**config.mk**
```make
export PLATFORM = sky130hd
export DESIGN_NAME = lzwve_ram
export DESIGN_NICKNAME = d
export VERILOG_FILES = /design/src/lzwve_ram.sv
export SDC_FILE = /design/constraint.sdc
export NUM_CORES = 2
export LEC_CHECK = 0
export BUFFER_PORTS_ARGS = -buffer_cell sky130_fd_sc_hd__buf_4
export CORE_AREA = 2 2 553 555
export DETAILED_ROUTE_END_ITERATION = 8
export DIE_AREA = 0 0 555 557
export HOLD_SLACK_MARGIN = 0.06
export PLACE_DENSITY = 0.69
export SETUP_SLACK_MARGIN = 0.4
export SYNTH_ARGS = -nofsm -noshare
export SYNTH_HDL_FRONTEND = slang
export SYNTH_SLANG_ARGS = --single-unit
```
**constraint.sdc**
```tcl
create_clock -name i_clk -period 5.6 [get_ports i_clk]
set_clock_uncertainty 0.15 [all_clocks]
set_input_delay 0.56 -clock i_clk [delete_from_list [all_inputs] [get_ports i_clk]]
set_output_delay 0.56 -clock i_clk [all_outputs]
set_load 0.02 [all_outputs]
```
**src/lzwve_ram.sv**
```systemverilog
// Generic single-write, single-read RAM with a registered read port.
module lzwve_ram #(
    parameter int WIDTH = 8,
    parameter int DEPTH = 512
) (
    input  logic                     i_clk,
    input  logic                     i_we,
    input  logic [$clog2(DEPTH)-1:0] i_waddr,
    input  logic [WIDTH-1:0]         i_wdata,
    input  logic [$clog2(DEPTH)-1:0] i_raddr,
    output logic [WIDTH-1:0]         o_rdata
);

    logic [WIDTH-1:0] r_mem [DEPTH];
    logic [WIDTH-1:0] r_rdata;

    always_ff @(posedge i_clk) begin
        if (i_we) begin
            r_mem[i_waddr] <= i_wdata;
        end
        r_rdata <= r_mem[i_raddr];
    end

    assign o_rdata = r_rdata;

endmodule

```
==> flow_metrics.env <==
export IMPL_finalHoldViolCount=0
export IMPL_synth_top_cells_by_count="edfxtp_1, mux2i_1, mux4_2"
export IMPL_seq_power_share=0.530
export IMPL_drc=2
export IMPL_fin_setup_tns_ns=0
export IMPL_reg2regPathDepth=8
export IMPL_drt_pass1_iter_count=9
export IMPL_syn_num_nets=8058
export IMPL_hold_buffers=7
export IMPL_cts_made_buffers=403
export IMPL_crit_path_start_kind="input port"
export IMPL_swShare=0.216
export IMPL_cp_max_fo=161
export IMPL_cts_num_sinks=4104
export IMPL_yosysSeqAreaShare=0.770
export IMPL_synth_distinct_cells=51
export IMPL_clock_latency_ns=1.00
export IMPL_setup_viol=0
export IMPL_p_int_mw=50.1
export IMPL_switchingPower_mw=13.8
export IMPL_ant_nets=0
export IMPL_worst_pin_slew_ns=1.63
export IMPL_worst_path_largest_cell_delay_ns=1.25
export IMPL_grt_pass1_wl_mm=578
export IMPL_crit_type="in -> reg"
export IMPL_ir_drop_mv=0.295
export IMPL_netlist_area_um2=160000
export IMPL_synth_top_cell_by_area="edfxtp_1"
export IMPL_status="finished, violations left"
export IMPL_routed_wl_mm=404
export IMPL_ys_top_cells_by_area="edfxtp_1, mux4_2, mux2i_1"
export IMPL_fin_total_pwr_mw=63.9
export IMPL_io_buffer_count=35
export IMPL_ys_seq_elements=4104
export IMPL_yosys_area_top_type_share=0.769
export IMPL_finalNonFillerCells=12500
export IMPL_hold_path_class="in -> reg"
export IMPL_synth_edf_count=4096
export IMPL_final_layout_size_suffix_gt1_frac=0.176
export IMPL_postCtsSetupRepairBufs=0
export IMPL_slew_headroom=-0.0988
export IMPL_cts_buffer_depth=4
export IMPL_dp_cells=11700
export IMPL_cts_repair_resized=0
export IMPL_rows=203
export IMPL_placed_cell_area_um2=165000
export IMPL_via_per_inst=6.60
export IMPL_pwr_share_comb=0.048
export IMPL_drv_cap=1
export IMPL_die_width_um=555
export IMPL_coreArea_um2=304000
export IMPL_cts_max_level=5
export IMPL_grt_max_degree=194
export IMPL_dp_hpwl_mm=240
export IMPL_final_nets=8186
export IMPL_gp_congestion=0.898
export IMPL_dr_total_vias=82600
export IMPL_async_reset_ff_frac=0
export IMPL_synth_most_common_cell="edfxtp_1"
export IMPL_cts_tree="yes"
export IMPL_drt_iter0_drc=11300
export IMPL_ys_flop_type="edfxtp_1"
export IMPL_ios=36
export IMPL_holdWs_ns=0.0306
export IMPL_avgSynthCellArea_um2=19.9
export IMPL_rsz0062_at_grt="no"
export IMPL_grt_ovfl_total=0
export IMPL_hold_depth=1
export IMPL_die_area_um2=309000
export IMPL_crit_chain="buf_8, nand2b_4, buf_12, o221ai_1, a21oi_1, nor2_1, nand3_1, o21ai_0, o2111a_1"
export IMPL_p_clk_frac=0.422
export IMPL_start_util=0.526
export IMPL_grtUsageTotal=0.258
export IMPL_cellPowerDensity_nw_per_um2=359
export IMPL_drt_wirelength_per_cell_um=32.3
export IMPL_fmax_ghz=0.243
export IMPL_finalCritPeriodShare=0.734
export IMPL_grt_pass1_vias=80900
export IMPL_syn2layout_area_growth_pct=11.3
export IMPL_p_leak_nw=56.1
export IMPL_violations="design-rule violations, max-capacitance violations, max-slew violations"
export IMPL_design_area_um2=178000
export IMPL_postSynthCellCount=8030
export IMPL_cts_root_buffer="clkbuf_16"
export IMPL_cp_slowest_cell="o21ai_0"
export IMPL_crit_required_ns=6.37
export IMPL_finalMaxSlewViolations=2
export IMPL_cts_clk_slew_worst_paths_ns=0.06
export IMPL_antenna_found_initial=11
export IMPL_fin_crit_ns=4.11
export IMPL_die_h_um=557
export IMPL_critical_path_arrival_ns=4.87
export IMPL_ys_warn_count=0
export IMPL_cp_end_kind="flip-flop"
power groups by stage:
stage,combinational (mW),sequential (mW),clock (mW)
after floorplan,1.61,34.5,0
after global placement,2.96,34.5,0
after detailed placement,3.01,34.5,0
after CTS,3.02,33.9,27.2
after global routing,3.17,33.9,28.4
final,3.05,33.9,27.0
worst paths after layout:
check,end,slack [ns],start
max,o_rdata[5],1.49,i_raddr[1]
min,r_mem[385][3],0.03,i_wdata[3]
max reg2reg,o_rdata[2],2.06,r_mem[280][2]
min reg2reg,o_rdata[2],1.07,r_mem[154][2]
area by class of cell:
type / count / area, um2
Timing Repair Buffer: 236 / 2530
Multi-Input combinational cell: 3410 / 34000
Clock buffer: 476 / 10400
Sequential cell: 4104 / 123000
Fill cell: 21300 / 126000
Clock inverter: 272 / 2810
Antenna cell: 10 / 25.0
Tap cell: 3997 / 5000
Inverter: 3 / 18.8
per-stage QoR:
stage / utilization / worst slack [ns]
finish: 0.585 / 1.49
global route: 0.585 / 1.65
CTS: 0.585 / 1.71
detailed placement: 0.542 / 0.689
global placement: 0.541 / 0.698
floorplan: - / 2.92
worst max-delay path, delay by kind of cell:
family,cells,cell delay (ns)
AOI/OAI and AO/OA,4,2.35
and+or+nand+nor,3,0.78
buffers and inverters,2,0.74
placed cells by master, fill, tap and decap left out, types with 5 or more instances in the layout:
master         instances
nor3b_1                7
clkbuf_16            404
nor2_1               595
o31ai_1               13
mux2i_1              797
clkbuf_1              72
edfxtp_1            4096
mux4_2               654
bufinv_16             43
o311ai_0               5
inv_6                  5
clkinvlp_4            16
a211oi_1              17
a22o_1                 5
a22oi_1               61
inv_16                 5
buf_4                166
nand2_1               97
nor3_1               107
dfxtp_1                8
a21oi_1              194
nor4_1                35
o2111a_1               8
nand4_1               32
or3_1                  6
and2_1                19
buf_8                 10
nand2_4               12
dlygate4sd3_1          7
o22ai_1              163
clkinv_16             11
nand3_1               32
o221ai_1             371
o21ai_0              116
clkinv_1             100
buf_12                51
diode_2               10
clkinv_8               7
o41ai_1                7
clkinv_2              83
sequential cells by signal, indices dropped and copies added (netlist names):
register,count
r_mem,4096
o_rdata,8
per-layer routing:
layer,part of all wire,vias to the layer above,GRT usage
li1,-,33700,-
met1,0.39,43300,0.369
met2,0.47,4801,0.402
met3,0.099,742,0.0491
met4,0.036,2,0.0886
met5,0.000032,-,0
logic make-up (layout without fill, tap and decap cells):
kind of cell           Yosys count  in the layout  share of synthesized area
AO/OA/AOI/OAI                  979            979                     0.0431
multiplexers                  1451           1451                      0.142
AND/OR/NAND/NOR                980            980                     0.0263
flip-flops                    4104           4104                      0.770
other                            0             10                          0
buffers and inverters          516            987                     0.0185
Note: power is estimated with default switching activity, not from simulation.
