### src/lzwve_pkg.sv
// Shared types and constants of the LZW variable-width encoder.
package lzwve_pkg;

    localparam int BYTE_W         = 8;
    localparam int CLEAR_CODE     = 256;
    localparam int END_CODE       = 257;
    localparam int FIRST_FREE     = 258;
    localparam int MIN_CODE_WIDTH = 9;
    localparam int MAX_OUT        = 4;

    localparam logic ACT_DATA   = 1'b0;
    localparam logic ACT_FINISH = 1'b1;

    typedef enum logic [2:0] {
        S_CLEAR,
        S_IDLE,
        S_HEAD,
        S_NODE,
        S_MISS,
        S_CLRCODE,
        S_FIN,
        S_END
    } t_state;

    // Control that goes with one code handed to the bit packer.
    typedef struct packed {
        logic valid;
        logic first;
        logic last;
        logic pad;
    } t_pack_ctl;

endpackage

### src/lzwve_packer.sv
// Bit packer: appends variable-width codes LSB-first and sends out whole bytes.
module lzwve_packer #(
    parameter int CODE_W         = 12,
    parameter int CWW            = 4,
    parameter int MAX_CODE_WIDTH = 12
) (
    input  logic                 i_clk,
    input  logic                 i_rst_n,
    input  lzwve_pkg::t_pack_ctl i_ctl,
    input  logic [CODE_W-1:0]    i_code,
    input  logic [CWW-1:0]       i_width,
    output logic                 o_ready,
    output logic                 o_valid,
    input  logic                 i_ready,
    output logic [7:0]           o_out_byte,
    output logic                 o_last_of_run
);

    localparam int ACC_W = MAX_CODE_WIDTH + 7;
    localparam int CNT_W = $clog2(ACC_W + 1);
    localparam int BC_W  = $clog2(lzwve_pkg::MAX_OUT + 1);

    logic [ACC_W-1:0] r_acc, n_acc;
    logic [CNT_W-1:0] r_cnt, n_cnt;
    logic [BC_W-1:0]  r_bytes, n_bytes;
    logic             r_last, n_last;
    logic             r_pad, n_pad;
    logic             r_out_valid, n_out_valid;
    logic [7:0]       r_out_byte, n_out_byte;
    logic             r_out_last, n_out_last;

    logic             slot_free;
    logic [CNT_W-1:0] rem;
    logic             pad_will;
    logic [ACC_W-1:0] mask;
    logic [ACC_W-1:0] code_ext;

    always_comb begin
        slot_free = !r_out_valid || i_ready;
        o_ready   = (r_cnt < CNT_W'(8)) && !r_pad;
        rem       = r_cnt - CNT_W'(8);
        pad_will  = r_pad && (rem != '0) && (r_bytes < BC_W'(lzwve_pkg::MAX_OUT - 1));
        mask      = ~({ACC_W{1'b1}} << i_width);
        code_ext  = ACC_W'(i_code) & mask;

        n_acc       = r_acc;
        n_cnt       = r_cnt;
        n_bytes     = r_bytes;
        n_last      = r_last;
        n_pad       = r_pad;
        n_out_valid = r_out_valid && !i_ready;
        n_out_byte  = r_out_byte;
        n_out_last  = r_out_last;

        if (i_ctl.valid && o_ready) begin
            n_acc  = r_acc | (code_ext << r_cnt[2:0]);
            n_cnt  = r_cnt + CNT_W'(i_width);
            n_last = i_ctl.last;
            n_pad  = i_ctl.pad;
            if (i_ctl.first) begin
                n_bytes = '0;
            end
        end else if ((r_cnt >= CNT_W'(8)) && slot_free) begin
            n_out_valid = 1'b1;
            n_out_byte  = r_acc[7:0];
            n_out_last  = r_last && (rem < CNT_W'(8)) && !pad_will;
            n_acc       = r_acc >> 8;
            n_cnt       = rem;
            n_bytes     = r_bytes + BC_W'(1);
            if ((rem < CNT_W'(8)) && r_pad && !pad_will) begin
                n_pad = 1'b0;
            end
        end else if (r_pad && slot_free) begin
            // Final partial byte of a finished stream, zero padded.
            n_out_valid = 1'b1;
            n_out_byte  = r_acc[7:0];
            n_out_last  = 1'b1;
            n_acc       = '0;
            n_cnt       = '0;
            n_bytes     = r_bytes + BC_W'(1);
            n_pad       = 1'b0;
        end
    end

    always_ff @(posedge i_clk) begin
        if (!i_rst_n) begin
            r_acc       <= '0;
            r_cnt       <= '0;
            r_bytes     <= '0;
            r_last      <= 1'b0;
            r_pad       <= 1'b0;
            r_out_valid <= 1'b0;
        end else begin
            r_acc       <= n_acc;
            r_cnt       <= n_cnt;
            r_bytes     <= n_bytes;
            r_last      <= n_last;
            r_pad       <= n_pad;
            r_out_valid <= n_out_valid;
        end
    end

    always_ff @(posedge i_clk) begin
        r_out_byte <= n_out_byte;
        r_out_last <= n_out_last;
    end

    assign o_valid       = r_out_valid;
    assign o_out_byte    = r_out_byte;
    assign o_last_of_run = r_out_last;

endmodule
### config.mk
export PLATFORM = sky130hd
export DESIGN_NAME = lzwve_packer
export DESIGN_NICKNAME = d
export VERILOG_FILES = /design/src/lzwve_pkg.sv /design/src/lzwve_packer.sv
export SDC_FILE = /design/constraint.sdc
export NUM_CORES = 1
export LEC_CHECK = 0
export ABC_AREA = 1
export BUFFER_PORTS_ARGS = -buffer_cell sky130_fd_sc_hd__clkbuf_2
export CAP_MARGIN = 20
export CORE_ASPECT_RATIO = 1.75
export CORE_UTILIZATION = 55
export DETAILED_ROUTE_END_ITERATION = 10
export PLACE_DENSITY = 0.83
export SKIP_LAST_GASP = 1
export SYNTH_ARGS = -nofsm -noshare
export SYNTH_HDL_FRONTEND = slang
export SYNTH_SLANG_ARGS = --single-unit
### constraint.sdc
create_clock -name i_clk -period 2.6 [get_ports i_clk]
set_input_delay 0.26 -clock i_clk [delete_from_list [all_inputs] [get_ports i_clk]]
set_output_delay 0.26 -clock i_clk [all_outputs]
set_load 0.03 [all_outputs]
==> metrics.md, run 1 <==
| Metric | Value |
|---|---|
| Port Buffer Count | 33 |
| DRC violations left | 0 |
| Starting Density | 57.18% |
| Total CTS buffers | 5 |
| Pin count of the biggest net entering global routing | 19 |
| Final HPWL DP | 4227 microns |
| Worst VDD drop | 0.8172 mV |
| Static Leak | 0.001289 uW |
| Avg WL per Cell | 12.74 microns |
| DIE HEIGHT | 88.49 microns |
| Setup tns final | 0 ps |
| Status | finished clean |
| Netlist Area Pre-Place | 2351 sq um |
| Commonest cells after routing, fill and taps aside | nand2_1, nand3_1, inv_1 |
| Std-Cell Rows | 31 |
| Vias per Instance | 5.454 |
| Power density over the cells | 1202 nW/um^2 |
| Clock transition at path regs | 80 ps |
| Start point of the critical path | r_cnt[0]$_SDFFE_PN0P_ |
| Critical path class | reg -> reg |
| Synth Area in Adders | 4.577% |
| Setup crit start kind | flip-flop |
| IO Pins | 34 |
| First-pass GRT wire length | 8818 microns |
| Compound-Gate Fraction of Synth Area | 8.036% |
| Final global-route overflow total | 0 |
| Finished Cell Area | 2619 sq um |
| Starting DRC count in detailed routing | 101 |
| Worst Path Max Fanout | 18 |
| Die width | 51.42 microns |
| Largest family of logic cells by synthesized area | simple AND/OR/NAND/NOR gates |
| Worst slew pin tran | 606.2 ps |
| H-tree depth reported by CTS | 2 |
| Gate count after technology mapping | 336 |
| R2R Setup Slk | 560 ps |
| Worst Path Arrival | 2230 ps |
| Antenna viol nets, final | 0 |
| Launch point of the worst reg-to-reg path | r_cnt[0]$_SDFFE_PN0P_ |
| WL final | 5298 microns |
| # nets final | 397 |
| Setup violations, final | 0 |
| Mean post-synth cell area | 6.997 sq um |
| Worst skew pair latency | 290 ps |
| Layout cells sized above 1 | 15.26% |
| Worst setup endpoint | r_cnt[4]$_SDFFE_PN0P_ |
| Max-slew headroom | 59.53% |
| Clock Sink Count | 39 |
| XOR/XNOR Fraction of Synth Area | 0.3725% |
| Final Hold Viols | 0 |
| Worst reg2reg path endpoint | r_cnt[4]$_SDFFE_PN0P_ |
| Core Area | 4111 sq um |
| Gpl congestion | 0.9264 |
| Worst Hold Class | in -> reg |
| TritonCTS clock tree | done |
| Final worst path period share | 78.53% |
| Seq/Total Area, Yosys | 37.04% |
| Seq cells post-synth | 39 |
| Hold_sp | i_ctl[1] |
| Crit path required time | 2790 ps |
| Die area | 4550 sq um |
| Minimum clock period | 2042 ps |
| R2r worst-path depth | 10 |
| Max Clk Rate | 0.4898 GHz |
| RSZ-0062 raised after global routing | no |
| Syn_nets | 367 |
| Total Routing Usage GR | 25.64% |
| Diode count | 0 |
| CP endpoint kind | flip-flop |
| Drt pass-1 iters | 4 |
| Ys Warns | 0 |
| Post-CTS setup buffer count | 0 |
| Most common cell after layout, fill and taps aside | nand2_1 |
| Post-synthesis mux area share | 0% |
| Post-Synth Simple-Gate Area | 40.61% |
| Slew Limit Fails | 0 |
| Clock root buffer | clkbuf_8 |
| Max_cap viols | 0 |
| Placed instance area | 2506 sq um |
| FILL cells | 408 |
| Post-route clock skew | 3.178 ps |
| Post_cts resized | 0 |
| Max Root-Sink Buffers | 2 |
| Number of hold buffers added after cts | 0 |
| Cell variety after synth | 29 |
| Via count | 2269 |
| Initial antenna violation count | 0 |
| Layout Area Growth over Synthesis | 11.39% |
| Vias in the first global route | 2075 |
-- per-layer routing --
layer  vias to the layer above  routed length (microns)  track usage [%]  share of wire [%]
met4                         0                      211            14.99                4.0
met5                         -                        0                0                  0
met1                       991                     2010            26.84                 38
met2                        87                     2807            47.11                 53
li1                       1169                        -                -                  -
met3                        22                      269            3.608                5.1
-- power by group --
part           internal (uW)  switching [uW]
clock network            286             218
logic                    472            1190
registers                870             117
total                   1630            1520
-- critical path, stage by stage (launching register included) --
cell	delay (ps)
dfxtp_1	500
ha_1	310
fa_1	420
nand2_1	80
nand2_1	50
a21oi_1	180
nand2_1	70
nand2_1	50
o21ai_0	60
o21ai_0	150
inv_1	60
-- state kept, by name (all words and copies together) (netlist names) --
name	flops
r_acc	19
r_cnt	5
o_out_byte	8
r_last	1
o_valid	1
r_bytes	3
r_pad	1
o_last_of_run	1
-- kinds of logic (layout without fill, tap and decap cells) --
group	after synthesis	count (layout)
buffers and inverters	48	79
xor gates and xnor gates	1	1
adders and majority gates	8	8
and+or+nand+nor	206	206
AOI/OAI and AO/OA	34	34
DFF	39	39
-- synthesized netlist by cell type, drive strengths merged --
library cell / n / share of area, %
nand4: 7 / 1.9
nor2: 33 / 7.0
o211ai: 4 / 1.3
o22ai: 2 / 0.53
nand2: 96 / 16
o21ai: 12 / 2.6
a31oi: 3 / 0.80
inv: 37 / 6.0
a22oi: 1 / 0.32
xor2: 1 / 0.37
nand3: 70 / 16
buf: 10 / 3.2
edfxtp: 9 / 11
fa: 1 / 0.85
a21oi: 12 / 2.6
clkbuf: 1 / 0.16
dfxtp: 30 / 26
ha: 7 / 3.7
-- metrics by stage --
step	util, %	setup WS [ps]	cells	total power, uW	hold slack [ps]
after detailed placement	60.96	602.8	408	2650	415.8
final	63.69	558.3	416	3149	195.6
after global routing	63.69	424.1	416	3387	217.1
after CTS	63.69	597.9	416	3152	193.6
after floorplan	-	965.4	336	2351	398.4
after global placement	60.96	682.3	408	2616	414.4
-- worst min path at each step --
stage | end | slack (ps) | depth (start not counted)
final | r_last$_SDFFE_PN0P_ | 200 | 3
after global routing | r_last$_SDFFE_PN0P_ | 220 | 3
after CTS | r_last$_SDFFE_PN0P_ | 190 | 3
after detailed placement | o_out_byte[4]$_DFFE_PP_ | 420 | 0
after global placement | o_out_byte[4]$_DFFE_PP_ | 410 | 0
after floorplan | r_bytes[0]$_SDFFE_PN0P_ | 400 | 2
-- layout make-up --
type                       instances  area (sq um)  area share [%]
sequential                        39         870.8           33.25
inverter                          37         141.4           5.399
clock buffer                       5         68.82           2.628
clock inverter                     3         43.79           1.672
multi-input combinational        249          1260           48.11
timing repair buffer              34         172.7           6.593
tap                               49         61.31           2.341
No activity file was read; power rests on OpenSTA's default activity.
==> run 2, diff against run 1 <==
--- a/config.mk
+++ b/config.mk
@@ -9,9 +9,9 @@
 export BUFFER_PORTS_ARGS = -buffer_cell sky130_fd_sc_hd__clkbuf_2
 export CAP_MARGIN = 20
 export CORE_ASPECT_RATIO = 1.75
-export CORE_UTILIZATION = 55
+export CORE_UTILIZATION = 51
 export DETAILED_ROUTE_END_ITERATION = 10
-export PLACE_DENSITY = 0.83
+export PLACE_DENSITY = 0.81
 export SKIP_LAST_GASP = 1
 export SYNTH_ARGS = -nofsm -noshare
 export SYNTH_HDL_FRONTEND = slang
==> constraint.sdc (replaced) <==
create_clock -name i_clk -period 1.75 [get_ports i_clk]
set_input_delay 0.175 -clock i_clk [delete_from_list [all_inputs] [get_ports i_clk]]
set_output_delay 0.175 -clock i_clk [all_outputs]
set_load 0.03 [all_outputs]
==> run 2 against run 1 <==
The flow now finishes with violations (setup timing). Routed wire length up 22%. First-iteration DRC count increased by 34%. Utilization is 4.1 points higher. Non-clock buffer count increased by 20. Worst hold slack worse by 98 ps. Sequential cell count unchanged. Global-route usage increased by 1.5 points. Fmax is 16% higher. Critical path depth rose by 2. Design area is 14% higher. Clock-buffer cell count is the same.
==> metrics.md, run 2 (synthesized netlist as in run 1, its figures left out) <==
| Metric | Value |
|---|---|
| Power density over the cells | 1982 nW/um^2 |
| DRC violations left | 0 |
| # nets final | 418 |
| Failing checks | setup timing |
| Final Hold Viols | 0 |
| Std-Cell Rows | 32 |
| Worst Path Arrival | 2010 ps |
| Via count | 2472 |
| Number of flip-flops in the largest register | 19 |
| WL final | 6484 microns |
| Clock Sink Count | 39 |
| Vias in the first global route | 2315 |
| Finished Cell Area | 2984 sq um |
| Worst path bufs/invs | 5 |
| CP max-delay cell | dfxtp_4 |
| Drt pass-1 iters | 5 |
| Layout cells sized above 1 | 26.55% |
| Initial antenna violation count | 0 |
| Most common cell after layout, fill and taps aside | nand2_1 |
| Max-slew headroom | 75.04% |
| Vias per Instance | 5.631 |
| Slew Limit Fails | 0 |
| Final HPWL DP | 4527 microns |
| Worst VDD drop | 1.183 mV |
| Setup violations, final | 4 |
| Worst path most repeated cell | nand2_1 |
| Post-route clock skew | 2.983 ps |
| Die width | 53.33 microns |
| Worst-path cell chain | inv_4 > ha_4 > inv_2 > nor2_4 > nand2_4 > buf_12 > buf_4 > nand2_2 > inv_1 > nor2_2 > nand2_1 > nand2_1 |
| Starting Density | 53.38% |
| Clock transition at path regs | 80 ps |
| Placed instance area | 2594 sq um |
| Antenna viol nets, final | 0 |
| Critical path class | reg -> reg |
| RSZ-0062 raised after global routing | yes |
| Setup crit start kind | flip-flop |
| IO Pins | 34 |
| Worst Hold Class | in -> reg |
| H-tree depth reported by CTS | 2 |
| Avg WL per Cell | 14.77 microns |
| Worst Path Max Fanout | 6 |
| Final Worst Setup Slack | -8.721 ps |
| Clock root buffer | clkbuf_8 |
| Reg with most FFs | r_acc |
| Max Root-Sink Buffers | 2 |
| Total CTS buffers | 5 |
| Final global-route overflow total | 0 |
| Delay of the slowest cell on the worst path | 370 ps |
| First-pass GRT wire length | 10030 microns |
| CP top delay family | simple AND/OR/NAND/NOR gates |
| Crit path required time | 2000 ps |
| TritonCTS clock tree | done |
| FILL cells | 379 |
| Layout Area Growth over Synthesis | 26.93% |
| Port Buffer Count | 33 |
| Minimum clock period | 1759 ps |
| Die area | 4896 sq um |
| Core Area | 4404 sq um |
| Gpl congestion | 0.9571 |
| Commonest cells after routing, fill and taps aside | nand2_1, nand3_1, clkbuf_2 |
| Status | finished, violations left |
| DIE HEIGHT | 91.82 microns |
| Worst skew pair latency | 300 ps |
| Max Clk Rate | 0.5686 GHz |
| Pin count of the biggest net entering global routing | 18 |
| CP endpoint kind | flip-flop |
| Setup tns final | -24.22 ps |
| Number of hold buffers added after cts | 0 |
| Starting DRC count in detailed routing | 135 |
| Max_cap viols | 0 |
| Static Leak | 0.001451 uW |
| Total Routing Usage GR | 27.16% |
| Final Core Density | 67.76% |
| Diode count | 0 |
| Hold slack | 97.95 ps |
| Final worst path period share | 100.5% |
| Worst slew pin tran | 374.0 ps |
[run 2: repair_timing]
item	in CTS	in global routing
gates resized for setup	1	39
setup endpoints to repair	5	34
buffers inserted	1	9
cloned	0	3
pin swaps	1	16
[run 2: layer usage]
metal / part of all wire [%] / global-route usage [%] / vias to the layer above
met3: 4.9 / 3.980 / 32
met2: 53 / 48.13 / 107
met4: 5.9 / 13.82 / 0
li1: - / - / 1220
met1: 36 / 29.28 / 1113
met5: 0 / 0 / -
[run 2: area by class of cell]
type | instances | area [sq um] | share of cell area [%]
Timing Repair inverter | 1 | 5.005 | 0.1677
Inverter | 37 | 151.4 | 5.073
Clock buffer | 5 | 68.82 | 2.306
Multi-Input combinational cell | 249 | 1364 | 45.70
Sequential cell | 39 | 875.8 | 29.35
Tap cell | 51 | 63.81 | 2.138
Timing Repair Buffer | 54 | 411.6 | 13.79
Clock inverter | 3 | 43.79 | 1.468
[run 2: worst paths after layout]
path,startpoint,to,slack (ps),cells after the start
worst max-delay path,r_cnt[3]$_SDFFE_PN0P_,r_acc[1]$_SDFFE_PN0P_,-9,12
worst min-delay path,i_ctl[1],r_last$_SDFFE_PN0P_,100,3
worst max register to register,r_cnt[3]$_SDFFE_PN0P_,r_acc[1]$_SDFFE_PN0P_,-9,12
worst min register to register,r_acc[3]$_SDFFE_PN0P_,o_out_byte[3]$_DFFE_PP_,440,0
[run 2: power breakdown]
group	internal (uW)	switching (uW)
sequential	1300	184
clock	425	345
combinational	1430	2220
[run 2: per-stage QoR]
step / total power (uW) / instances / worst slack, ps
3_5_place_dp: 4226 / 418 / -33.23
4_1_cts: 5045 / 427 / -1.245
5_1_grt: 6318 / 439 / -129.2
3_3_place_gp: 4156 / 418 / 32.32
6_report: 5914 / 439 / -8.721
2_1_floorplan: 3493 / 336 / 115.4
[run 2: worst reg2reg max path, cell delays in order, from the launching register on]
cell and delay [ps]:
dfxtp_4 370, inv_4 70, ha_4 130, inv_2 40
nor2_4 150, nand2_4 110, buf_12 160, buf_4 150
nand2_2 100, inv_1 70, nor2_2 220, nand2_1 100
nand2_1 60
